### src/smat_pkg.sv
// Shared types and constants for the small matrix add/multiply/transpose block.
package smat_pkg;

  localparam int DIM_DEF = 3;   // default matrix dimension
  localparam int DIM_MAX = 8;   // largest supported dimension
  localparam int IDX_W   = 3;   // row/column index width
  localparam int ELEM_W  = 16;  // matrix element width
  localparam int PROD_W  = 32;  // one element product
  localparam int SUM_W   = 17;  // A + B
  localparam int ACC_W   = 35;  // dot product of DIM_MAX terms

  typedef enum logic {
    ST_LOAD,
    ST_RUN
  } smat_state_t;

  // Tag that travels with one read pair down the multiply-accumulate pipe.
  typedef struct packed {
    logic [IDX_W-1:0] row;
    logic [IDX_W-1:0] col;
    logic [IDX_W-1:0] k;
    logic             first;    // first term of a dot product
    logic             lastk;    // last term of a dot product
    logic             run_end;  // last term of the last element of the run
  } smat_tag_t;

endpackage

### src/smat_mac.sv
// Multiply-accumulate pipe and result register for the matrix block.
module smat_mac (
  input  logic                                   clk,
  input  logic                                   rst_n,
  input  logic                                   s1_vld,
  input  smat_pkg::smat_tag_t                    s1_tag,
  input  logic signed [smat_pkg::ELEM_W-1:0]     a_rd,
  input  logic signed [smat_pkg::ELEM_W-1:0]     b_rd,
  input  logic signed [smat_pkg::ELEM_W-1:0]     at_rd,
  output logic                                   out_valid,
  output logic        [smat_pkg::IDX_W-1:0]      out_row,
  output logic        [smat_pkg::IDX_W-1:0]      out_col,
  output logic signed [smat_pkg::SUM_W-1:0]      out_sum,
  output logic signed [smat_pkg::ACC_W-1:0]      out_product,
  output logic signed [smat_pkg::ELEM_W-1:0]     out_transposed,
  output logic                                   out_last
);
  import smat_pkg::*;

  // stage 2: product register plus captured element values
  logic                     s2_vld_r;
  smat_tag_t                s2_tag_r;
  logic signed [PROD_W-1:0] prod_r;
  logic signed [ELEM_W-1:0] cap_a_r;
  logic signed [ELEM_W-1:0] cap_b_r;
  logic signed [ELEM_W-1:0] cap_t_r;

  // stage 3: accumulator and result registers
  logic signed [ACC_W-1:0]  acc_r;
  logic signed [ACC_W-1:0]  acc_nxt;
  logic signed [SUM_W-1:0]  sum_nxt;
  logic                     out_valid_r;
  logic [IDX_W-1:0]         out_row_r;
  logic [IDX_W-1:0]         out_col_r;
  logic signed [SUM_W-1:0]  out_sum_r;
  logic signed [ACC_W-1:0]  out_prod_r;
  logic signed [ELEM_W-1:0] out_t_r;
  logic                     out_last_r;

  always_ff @(posedge clk) begin
    if (!rst_n) begin
      s2_vld_r <= 1'b0;
    end else begin
      s2_vld_r <= s1_vld;
    end
  end

  always_ff @(posedge clk) begin
    if (s1_vld) begin
      prod_r   <= a_rd * b_rd;
      s2_tag_r <= s1_tag;
      cap_t_r  <= at_rd;
      // A[r][c] shows up on the A stream when k == c, B[r][c] on the B stream when k == r
      if (s1_tag.k == s1_tag.col) begin
        cap_a_r <= a_rd;
      end
      if (s1_tag.k == s1_tag.row) begin
        cap_b_r <= b_rd;
      end
    end
  end

  always_comb begin
    acc_nxt = (s2_tag_r.first ? '0 : acc_r) + {{(ACC_W-PROD_W){prod_r[PROD_W-1]}}, prod_r};
    sum_nxt = {cap_a_r[ELEM_W-1], cap_a_r} + {cap_b_r[ELEM_W-1], cap_b_r};
  end

  always_ff @(posedge clk) begin
    if (!rst_n) begin
      out_valid_r <= 1'b0;
    end else begin
      out_valid_r <= s2_vld_r && s2_tag_r.lastk;
    end
  end

  always_ff @(posedge clk) begin
    if (s2_vld_r) begin
      acc_r <= acc_nxt;
      if (s2_tag_r.lastk) begin
        out_row_r  <= s2_tag_r.row;
        out_col_r  <= s2_tag_r.col;
        out_sum_r  <= sum_nxt;
        out_prod_r <= acc_nxt;
        out_t_r    <= cap_t_r;
        out_last_r <= s2_tag_r.run_end;
      end
    end
  end

  assign out_valid      = out_valid_r;
  assign out_row        = out_row_r;
  assign out_col        = out_col_r;
  assign out_sum        = out_sum_r;
  assign out_product    = out_prod_r;
  assign out_transposed = out_t_r;
  assign out_last       = out_last_r & out_valid_r;

endmodule

### src/small_matrix_add_mul_transpose.sv
// Top level: loads two DIMxDIM matrices and streams sum, product and transpose.
//
//  channel | ports                                         | handshake
//  --------+-----------------------------------------------+--------------------------
//  input   | in_a_value, in_b_value                        | start & !busy
//  result  | out_row, out_col, out_sum, out_product,       | out_valid, one cycle,
//          | out_transposed, out_last                      | no back-pressure
//
// Loading takes one request per cycle while busy is low; DIM*DIM requests fill both stores.
// The request that fills them starts a run of DIM*DIM*DIM A/B memory read pairs
// (one per multiply-accumulate term); busy is high for that run.
// Each result is registered after its last term passes the read-data, product and
// accumulator registers, one result per element; the last one comes after busy drops.
// Reset (rst_n low, synchronous) clears the load counter and sequencer; store
// contents are not cleared. Results cannot be stalled; none are buffered.
module small_matrix_add_mul_transpose #(
  parameter int DIM = smat_pkg::DIM_DEF
) (
  input  logic                                   clk,
  input  logic                                   rst_n,
  input  logic                                   start,
  output logic                                   busy,
  input  logic signed [smat_pkg::ELEM_W-1:0]     in_a_value,
  input  logic signed [smat_pkg::ELEM_W-1:0]     in_b_value,
  output logic                                   out_valid,
  output logic        [smat_pkg::IDX_W-1:0]      out_row,
  output logic        [smat_pkg::IDX_W-1:0]      out_col,
  output logic signed [smat_pkg::SUM_W-1:0]      out_sum,
  output logic signed [smat_pkg::ACC_W-1:0]      out_product,
  output logic signed [smat_pkg::ELEM_W-1:0]     out_transposed,
  output logic                                   out_last
);
  import smat_pkg::*;

  localparam int CELLS = DIM * DIM;
  localparam int AW    = $clog2(CELLS);
  localparam logic [IDX_W-1:0] IDX_LAST  = IDX_W'(DIM - 1);
  localparam logic [AW-1:0]    CELL_LAST = AW'(CELLS - 1);

  // Sequencer
  smat_state_t      state_r;
  smat_state_t      state_nxt;
  logic             in_acc;
  logic             run_issue;
  logic [AW-1:0]    load_cnt_r;
  logic [AW-1:0]    load_cnt_nxt;
  logic [IDX_W-1:0] iss_r_r, iss_r_nxt;
  logic [IDX_W-1:0] iss_c_r, iss_c_nxt;
  logic [IDX_W-1:0] iss_k_r, iss_k_nxt;
  logic             k_wrap;
  logic             c_wrap;
  logic             run_done;

  // Memory addresses and registered read data
  logic [AW-1:0]            addr_a;
  logic [AW-1:0]            addr_b;
  logic [AW-1:0]            addr_t;
  logic signed [ELEM_W-1:0] mem_a [CELLS];
  logic signed [ELEM_W-1:0] mem_b [CELLS];
  logic signed [ELEM_W-1:0] a_rd_r;
  logic signed [ELEM_W-1:0] b_rd_r;
  logic signed [ELEM_W-1:0] at_rd_r;
  logic                     s1_vld_r;
  smat_tag_t                s1_tag_r;
  smat_tag_t                iss_tag;

  assign in_acc   = start && !busy;
  assign k_wrap   = (iss_k_r == IDX_LAST);
  assign c_wrap   = (iss_c_r == IDX_LAST);
  assign run_done = k_wrap && c_wrap && (iss_r_r == IDX_LAST);

  // next state
  always_comb begin
    state_nxt = state_r;
    case (state_r)
      ST_LOAD: begin
        if (in_acc && (load_cnt_r == CELL_LAST)) begin
          state_nxt = ST_RUN;
        end
      end
      ST_RUN: begin
        if (run_done) begin
          state_nxt = ST_LOAD;
        end
      end
      default: state_nxt = ST_LOAD;
    endcase
  end

  // state outputs
  always_comb begin
    busy      = 1'b1;
    run_issue = 1'b0;
    case (state_r)
      ST_LOAD: begin
        busy = 1'b0;
      end
      ST_RUN: begin
        run_issue = 1'b1;
      end
      default: begin
        busy = 1'b1;
      end
    endcase
  end

  // load counter and k/c/r issue counters (k fastest)
  always_comb begin
    load_cnt_nxt = load_cnt_r;
    if (in_acc) begin
      load_cnt_nxt = (load_cnt_r == CELL_LAST) ? '0 : load_cnt_r + 1'b1;
    end
    iss_k_nxt = iss_k_r;
    iss_c_nxt = iss_c_r;
    iss_r_nxt = iss_r_r;
    if (run_issue) begin
      iss_k_nxt = k_wrap ? '0 : iss_k_r + 1'b1;
      if (k_wrap) begin
        iss_c_nxt = c_wrap ? '0 : iss_c_r + 1'b1;
        if (c_wrap) begin
          iss_r_nxt = (iss_r_r == IDX_LAST) ? '0 : iss_r_r + 1'b1;
        end
      end
    end
  end

  always_ff @(posedge clk) begin
    if (!rst_n) begin
      state_r    <= ST_LOAD;
      load_cnt_r <= '0;
      iss_r_r    <= '0;
      iss_c_r    <= '0;
      iss_k_r    <= '0;
      s1_vld_r   <= 1'b0;
    end else begin
      state_r    <= state_nxt;
      load_cnt_r <= load_cnt_nxt;
      iss_r_r    <= iss_r_nxt;
      iss_c_r    <= iss_c_nxt;
      iss_k_r    <= iss_k_nxt;
      s1_vld_r   <= run_issue;
    end
  end

  // A[r][k], B[k][c] for the dot product; A[c][r] for the transpose
  assign addr_a = AW'(32'(iss_r_r) * DIM + 32'(iss_k_r));
  assign addr_b = AW'(32'(iss_k_r) * DIM + 32'(iss_c_r));
  assign addr_t = AW'(32'(iss_c_r) * DIM + 32'(iss_r_r));

  always_comb begin
    iss_tag.row     = iss_r_r;
    iss_tag.col     = iss_c_r;
    iss_tag.k       = iss_k_r;
    iss_tag.first   = (iss_k_r == '0);
    iss_tag.lastk   = k_wrap;
    iss_tag.run_end = run_done;
  end

  // Store writes: one pair per accepted request
  always_ff @(posedge clk) begin
    if (in_acc) begin
      mem_a[load_cnt_r] <= in_a_value;
      mem_b[load_cnt_r] <= in_b_value;
    end
  end

  // Store reads: A has two read ports, B one; data registered
  always_ff @(posedge clk) begin
    a_rd_r   <= mem_a[addr_a];
    at_rd_r  <= mem_a[addr_t];
    b_rd_r   <= mem_b[addr_b];
    s1_tag_r <= iss_tag;
  end

  smat_mac u_mac (
    .clk            (clk),
    .rst_n          (rst_n),
    .s1_vld         (s1_vld_r),
    .s1_tag         (s1_tag_r),
    .a_rd           (a_rd_r),
    .b_rd           (b_rd_r),
    .at_rd          (at_rd_r),
    .out_valid      (out_valid),
    .out_row        (out_row),
    .out_col        (out_col),
    .out_sum        (out_sum),
    .out_product    (out_product),
    .out_transposed (out_transposed),
    .out_last       (out_last)
  );

  // A run always starts from an empty load counter and from the first term
  a_run_start: assert property (@(posedge clk) disable iff (!rst_n)
    (state_r == ST_LOAD) && (state_nxt == ST_RUN) |=>
      (load_cnt_r == '0) && (iss_r_r == '0) && (iss_c_r == '0) && (iss_k_r == '0))
    else $error("run started with stale counters");

  // Issue counters only move during a run
  a_iss_idle: assert property (@(posedge clk) disable iff (!rst_n)
    (state_r == ST_LOAD) |=> $stable(iss_k_r) && $stable(iss_c_r) && $stable(iss_r_r))
    else $error("issue counters moved while loading");

  // Last result of a run is never followed directly by another result
  a_last_gap: assert property (@(posedge clk) disable iff (!rst_n)
    out_valid && out_last |=> !out_valid)
    else $error("result right after last of run");

  // Last term of the run leaves the pipe as a marked result
  a_last_lat: assert property (@(posedge clk) disable iff (!rst_n)
    run_issue && run_done |-> ##3 (out_valid && out_last))
    else $error("last result missing");

  // Load counter stays inside the store
  a_load_rng: assert property (@(posedge clk) disable iff (!rst_n)
    load_cnt_r <= CELL_LAST)
    else $error("load counter out of range");

endmodule

### config.mk
export PLATFORM = sky130hd
export DESIGN_NAME = small_matrix_add_mul_transpose
export DESIGN_NICKNAME = d
export VERILOG_FILES = /design/src/smat_pkg.sv /design/src/smat_mac.sv /design/src/small_matrix_add_mul_transpose.sv
export SDC_FILE = /design/constraint.sdc
export NUM_CORES = 1
export LEC_CHECK = 0
export BUFFER_PORTS_ARGS = -buffer_cell sky130_fd_sc_hd__buf_2
export CAP_MARGIN = 20
export CORE_ASPECT_RATIO = 1.2
export CORE_MARGIN = 3
export CORE_UTILIZATION = 31
export DETAILED_ROUTE_END_ITERATION = 10
export MAX_ROUTING_LAYER = met4
export PLACE_DENSITY = 0.42
export SETUP_SLACK_MARGIN = 0.02
export SYNTH_ARGS = -nofsm -noshare
export SYNTH_HDL_FRONTEND = slang
export SYNTH_SLANG_ARGS = --single-unit
### constraint.sdc
create_clock -name clk -period 7.12 [get_ports clk]
set_input_delay 0 -clock clk [delete_from_list [all_inputs] [get_ports clk]]
set_output_delay 0 -clock clk [all_outputs]
set_load 0.005 [all_outputs]
==> results by group, run 1 <==
Yosys
  – Synth async-reset ratio: 0
  – Yosys cell types: 59
  – Register area share after synthesis: 0.495
  – Post-Syn Nets: 2852
  – Synth Area per Inst: 13.6 µm²
  – Mapped Cells: 2395
  – YS warnings: 0
  – Yosys reg bits: 564
  – Synth Cell Area: 32600 µm²
  – Primary FF master, synth: edfxtp_1
  – Number of flops mapped to enable cells by yosys: 487

Critical path
  – Worst path required time: 7460 ps
  – Worst Path Arrival: 7060 ps
  – Critical Path Sink: u_mac.prod_r[31]
  – Crit path buffers/inverters: 2
  – Crit start category: flip-flop
  – Worst R2R Start: b_rd_r[4]
  – Worst Setup SP: b_rd_r[4]
  – Crit path max fanout: 17
  – R2R Setup Slk: 410 ps
  – Critical Path, Cell by Cell: and2_1 > fa_1 > inv_1 > fa_1 > fa_1 > inv_1 > fa_1 > fa_1 > fa_1 > ha_1 > a21o_1 > a21o_1 > a211oi_1 > o31ai_1 > a2111oi_0 > nor2_1 > a311o_1 > a31oi_1 > xnor2_1
  – Worst Reg-to-Reg Cells: 19
  – Most frequent CP cell: fa_1
  – Critical Path Stages: 19
  – R2R Path End: u_mac.prod_r[31]
  – CP max stage cell: dfxtp_1
  – CP Class: reg -> reg
  – Crit. End Element: flip-flop
  – Top delay family on crit path: adder cells
  – Worst path max stage delay: 800 ps

Detailed routing
  – Drt initial violations: 908
  – Vias: 18.7k
  – Final antenna-violating net count: 0
  – # DRC: 0
  – Drt pass-1 iters: 5
  – Vias per inst: 4.67
  – WL final: 81800 µm
  – Mean routed wirelength per cell: 20.4 µm

Die
  – CORE AREA: 104000 µm²
  – Die Wd: 302 µm
  – I/O pins: 112
  – Die ar.: 109000 µm²
  – Row Count: 129
  – Starting density of the core: 0.315
  – Die H: 361 µm

GRT
  – Pin count of the biggest net entering global routing: 61
  – First-pass GRT wire length: 127000 µm
  – Met2 GRT Util: 0.267
  – Grt ovf: 0
  – Vias in the first global route: 20.8k
  – GRT Overall Usage: 0.157
  – Initial antenna violation count: 5
  – Grt met3 use: 0.0291
  – Met1 Track Usage GR: 0.194
  – Busiest layer in global routing: met2

Power and ir drop
  – Gate power share: 0.610
  – Pwr/cell area: 537 nW/µm²
  – Maximum VDD drop: 0.000834 V
  – Lkg Pwr: 14.7 nW
  – Tot Pwr: 20.2 mW
  – Sw Pwr: 8.54 mW
  – Int Power: 11.6 mW
  – Sw Ratio: 0.423
  – Clk pwr share: 0.172
  – Seq pwr share: 0.218

Clock tree
  – Worst skew pair latency: 630 ps
  – CTS root buffer: clkbuf_16
  – Number of CTS-inserted buffers: 67
  – CTS sink cnt: 564
  – Htree depth: 3
  – CTS tree: built
  – Post-CTS Setup Repair Bufs: 0
  – CTS Buffer Depth: 3
  – Clock transition at path regs: 60 ps

Timing
  – Worst slew pin tran: 1010 ps
  – Fin crit period: 6710 ps
  – Layout Skew: 25.5 ps
  – WHS: 214 ps
  – Setup TNS: 0 ps
  – Slew Limit Fails: 0
  – Final setup viols: 0
  – Final hold vios: 0
  – Rel. slew slack: 0.326
  – Peak Freq: 149 MHz
  – Tcrit/Tclk final: 0.943
  – RSZ-0062 raised after global routing: no

Finish
  – Most common cell after layout, fill and taps aside: edfxtp_1
  – Share of cells above drive strength 1: 0.145
  – Synthesis-to-finish area growth: 15.2%
  – Most frequent cells in the layout: edfxtp_1, inv_1, fa_1, nand2_1, ha_1
  – Final net count: 3034
  – Final Cell Area: 37600 µm²

Place
  – Placer Congestion: 0.852
  – Buffers added on ports: 111
  – Placed instance area: 35000 µm²
  – DP HPWL: 55700 µm

Flow run
  – Max Cap Violations: 0

Status
  – Status: complete, no violations

Hold path
  – Hold Crit Class: in -> reg
[timing repair]
action / CTS / global route
endpoints found under the setup margin: 0 / 1
gates resized for setup: 0 / 3
endpoints found under the hold margin: 305 / 0
hold buffers: 34 / 0
[worst register-to-register path: stages (launching register included)]
cell and delay, ps:
dfxtp_1 800, and2_1 270, fa_1 390, inv_1 90, fa_1 440, fa_1 520, inv_1 60, fa_1 550
fa_1 430, fa_1 440, ha_1 360, a21o_1 200, a21o_1 170, a211oi_1 230, o31ai_1 160, a2111oi_0 470
nor2_1 200, a311o_1 390, a31oi_1 200, xnor2_1 80
[per-stage QoR]
stage	cells	util	setup slack [ps]
detailed placement	3848	0.338	354
global placement	3848	0.338	431
CTS	4005	0.362	325
floorplan	2395	-	946
finish	4010	0.362	407
global route	4010	0.362	35.8
[cells in the mapped netlist, types with 28 or more instances]
cell type  count  area (µm²)
a21o_1        30         225
a21oi_1      118         591
and2_1       137         857
clkbuf_1      64         240
dfxtp_1       77        1540
edfxtp_1     487       14600
fa_1         273        5470
ha_1         149        1860
inv_1        310        1160
mux2i_1       52         521
mux4_2        96        2160
nand2_1      161         604
nor2_1       106         398
nor2b_1       58         363
xnor2_1       61         534
xor2_1        28         245
[how the worst min path moves through the flow]
| stage | start | endpoint | slack (ps) | cells after the start |
|---|---|---|---|---|
| floorplan | in_a_value[0] | mem_a[0][0] | 100 | 0 |
| global placement | in_b_value[9] | mem_b[3][9] | 280 | 1 |
| detailed placement | in_a_value[6] | mem_a[4][6] | 300 | 1 |
| CTS | in_b_value[14] | mem_b[4][14] | 180 | 2 |
| global route | in_b_value[14] | mem_b[3][14] | 220 | 2 |
| finish | in_b_value[14] | mem_b[8][14] | 210 | 2 |
[final cells by class]
type                    count  area, µm²
diodes                      4       10.0
clock buffers              88       1860
clock inverters            35        355
fillers                  9913      66200
inverters                 310       1160
multi-input cells        1442      15100
flip-flops and latches    564      16200
well taps                1375       1720
repair buffers            192       1260
[power groups by stage]
stage                     Clock [mW]  Sequential (mW)  Combinational, mW
final                           3.47             4.41               12.3
after CTS                       3.60             4.41               12.6
after global placement             0             4.48               12.4
after detailed placement           0             4.48               12.5
after global routing            3.73             4.42               14.3
after floorplan                    0             4.42               9.47
[sequential cells by signal (all words and copies together), names as in the netlist, 3 cells and up]
signal	flops
u_mac.out_col	3
iss_k_r	3
iss_r_r	3
u_mac.out_transposed	16
u_mac.out_product	35
a_rd_r	16
u_mac.s2_tag_r	9
iss_c_r	3
u_mac.cap_a_r	16
b_rd_r	16
u_mac.acc_r	35
u_mac.out_sum	17
at_rd_r	16
mem_b	144
u_mac.cap_b_r	16
mem_a	144
u_mac.prod_r	32
s1_tag_r	12
u_mac.out_row	3
u_mac.cap_t_r	16
load_cnt_r	4
[routing by layer]
layer | share of wire | routed length [µm]
met1 | 0.43 | 35500
met2 | 0.50 | 41000
met3 | 0.046 | 3730
met4 | 0.020 | 1630
met5 | 0 | 0
[cell families after synthesis]
group | synth area share
AND/OR/NAND/NOR | 0.0804
flip-flops | 0.495
adder cells (fa/ha/maj) | 0.225
multiplexers | 0.0822
AO/OA/AOI/OAI | 0.0490
buffers and inverters | 0.0447
XOR/XNOR | 0.0239
Power figures use the tool's default switching activity.
==> run 2, diff against run 1 <==
CTS_BUF_LIST = sky130_fd_sc_hd__clkbuf_4   (was not set)
HOLD_SLACK_MARGIN = 0.1   (was not set)
TNS_END_PERCENT = 50   (was not set)
==> run 2 against run 1 <==
- global-route usage rose by 0.17 points
- die area stayed put
- cell count is 5.0% higher
- clock skew up 34 ps
==> results by group, run 2 (synthesized netlist as in run 1, its figures left out) <==
Status
  – Status: complete, no violations

Detailed routing
  – WL final: 82100 µm
  – Vias per inst: 4.59
  – Vias: 19.3k
  – Drt pass-1 iters: 7
  – Mean routed wirelength per cell: 19.5 µm
  – Drt initial violations: 909
  – Final antenna-violating net count: 0
  – # DRC: 0

Clock tree
  – CTS Buffer Depth: 3
  – Htree depth: 4
  – CTS root buffer: clkbuf_4
  – Post-CTS Hold Fix Bufs: 68
  – Post-CTS Setup Repair Bufs: 0
  – Number of CTS-inserted buffers: 156
  – Post-CTS sizing: 0
  – Clock transition at path regs: 60 ps
  – CTS sink cnt: 564
  – CTS tree: built
  – Worst skew pair latency: 990 ps

Critical path
  – Crit start category: flip-flop
  – Crit. End Element: flip-flop
  – R2R Setup Slk: 390 ps
  – Most frequent CP cell: fa_1
  – Crit path buffers/inverters: 1
  – Worst path max stage delay: 770 ps
  – Worst path required time: 7830 ps
  – R2R Path End: u_mac.prod_r[31]
  – Critical Path Stages: 18
  – Top delay family on crit path: adder cells
  – Worst Reg-to-Reg Cells: 18
  – CP Class: reg -> reg
  – Crit path max fanout: 17
  – Critical Path, Cell by Cell: nand2_1 > fa_1 > fa_1 > fa_1 > inv_1 > fa_1 > fa_1 > fa_1 > ha_1 > a21o_1 > a21o_1 > a211oi_1 > o31ai_1 > a2111oi_0 > nor2_1 > a311o_1 > a31oi_1 > xnor2_1
  – Worst Path Arrival: 7430 ps
  – CP max stage cell: dfxtp_1
  – Worst R2R Start: b_rd_r[1]

Finish
  – Most common cell after layout, fill and taps aside: edfxtp_1
  – Largest regs: mem_a (144), mem_b (144)
  – Fillcell total: 10.0k
  – Share of cells above drive strength 1: 0.192
  – Most frequent cells in the layout: edfxtp_1, inv_1, fa_1, clkbuf_4, nand2_1
  – Multi-input gate area: 15100 µm²
  – FF/Latch Area: 16200 µm²
  – Final net count: 3157
  – Synthesis-to-finish area growth: 15.8%

Timing
  – RSZ-0062 raised after global routing: no
  – Layout Skew: 59.1 ps
  – Setup TNS: 0 ps
  – Tcrit/Tclk final: 0.945
  – WHS: 400 ps
  – Slew Limit Fails: 0
  – Fin crit period: 6730 ps
  – Worst slew pin tran: 1010 ps
  – Rel. slew slack: 0.325
  – Peak Freq: 149 MHz
  – Final hold vios: 0
  – Final setup viols: 0

Place
  – Buffers added on ports: 111
  – Placer Congestion: 0.852
  – DP HPWL: 55700 µm

GRT
  – Pin count of the biggest net entering global routing: 61
  – Initial antenna violation count: 8
  – First-pass GRT wire length: 128000 µm
  – Grt ovf: 0
  – Vias in the first global route: 21.7k
  – GRT Overall Usage: 0.159

Die
  – Row Count: 129
  – Die H: 361 µm
  – Die ar.: 109000 µm²
  – Die Wd: 302 µm
  – Starting density of the core: 0.315
  – I/O pins: 112
  – CORE AREA: 104000 µm²

Hold path
  – Hold path start: at_rd_r[15]
  – WHS Path Cells: 0
  – Worst Hold End: u_mac.cap_t_r[15]
  – Hold Crit Class: reg -> reg

Power and ir drop
  – Pwr/cell area: 522 nW/µm²
  – Lkg Pwr: 14.9 nW
  – Maximum VDD drop: 0.000835 V

Flow run
  – Max Cap Violations: 0
## run 2: cell types whose count changed in the layout (fill, tap and decap cells not counted), moves of 3 or more
cell           before  now
clkbuf_8            6    0
dfxtp_1            72   75
clkbuf_4            0  249
diode_2             4   10
inv_6               2    5
clkinv_1            9   18
clkbuf_16          69    0
clkbuf_1           13    0
dfxtp_2             4    1
clkinv_2            9    3
dlygate4sd3_1      34   68
bufinv_16           5    0
## run 2: metal layers
metal	wire, µm	up-vias	part of all wire	track usage
li1	-	8994	-	-
met1	35400	9789	0.43	0.190
met2	41600	410	0.51	0.269
met3	3710	115	0.045	0.0371
met4	1400	0	0.017	0.0430
met5	0	-	0	-
## run 2: report_power, final
group          total, mW  switching (mW)  internal [mW]  leakage (nW)
Combinational       12.3            7.01           5.29          8.67
Clock               3.00            1.41           1.59          1.23
Sequential          4.41          0.0818           4.33          5.04
## run 2: per-stage QoR
step | total power, mW | instance area [µm²] | util | worst slack, ps | cells
floorplan | 13.9 | 32600 | - | 946 | 2395
global placement | 16.8 | 35000 | 0.338 | 431 | 3848
detailed placement | 17.0 | 35000 | 0.338 | 354 | 3848
CTS | 20.2 | 37800 | 0.364 | 358 | 4198
global route | 22.0 | 37800 | 0.364 | 25.1 | 4208
finish | 19.7 | 37800 | 0.364 | 393 | 4209
## run 2: cell type report
cell class                      instances  share of cell area
Sequential cell                       564               0.428
Multi-Input combinational cell       1442               0.399
Clock buffer                          249              0.0494
Tap cell                             1375              0.0455
Timing Repair Buffer                  226              0.0423
Inverter                              310              0.0308
Clock inverter                         33             0.00487
Antenna cell                           10            0.000662
## run 2: how the worst max path moves through the flow
stage / start / end / slack, ps
after floorplan: b_rd_r[7] / u_mac.prod_r[31] / 950
after global placement: a_rd_r[5] / u_mac.prod_r[31] / 430
after detailed placement: b_rd_r[1] / u_mac.prod_r[31] / 350
after CTS: b_rd_r[1] / u_mac.prod_r[31] / 360
after global routing: a_rd_r[9] / u_mac.prod_r[31] / 30
final: b_rd_r[1] / u_mac.prod_r[31] / 390
## run 2: worst register-to-register path, stage by stage, from the launching register on
cell	delay (ps)
dfxtp_1	770
nand2_1	190
fa_1	540
fa_1	520
fa_1	520
inv_1	60
fa_1	550
fa_1	430
fa_1	440
ha_1	360
a21o_1	200
a21o_1	170
a211oi_1	230
o31ai_1	160
a2111oi_0	470
nor2_1	200
a311o_1	390
a31oi_1	200
xnor2_1	80
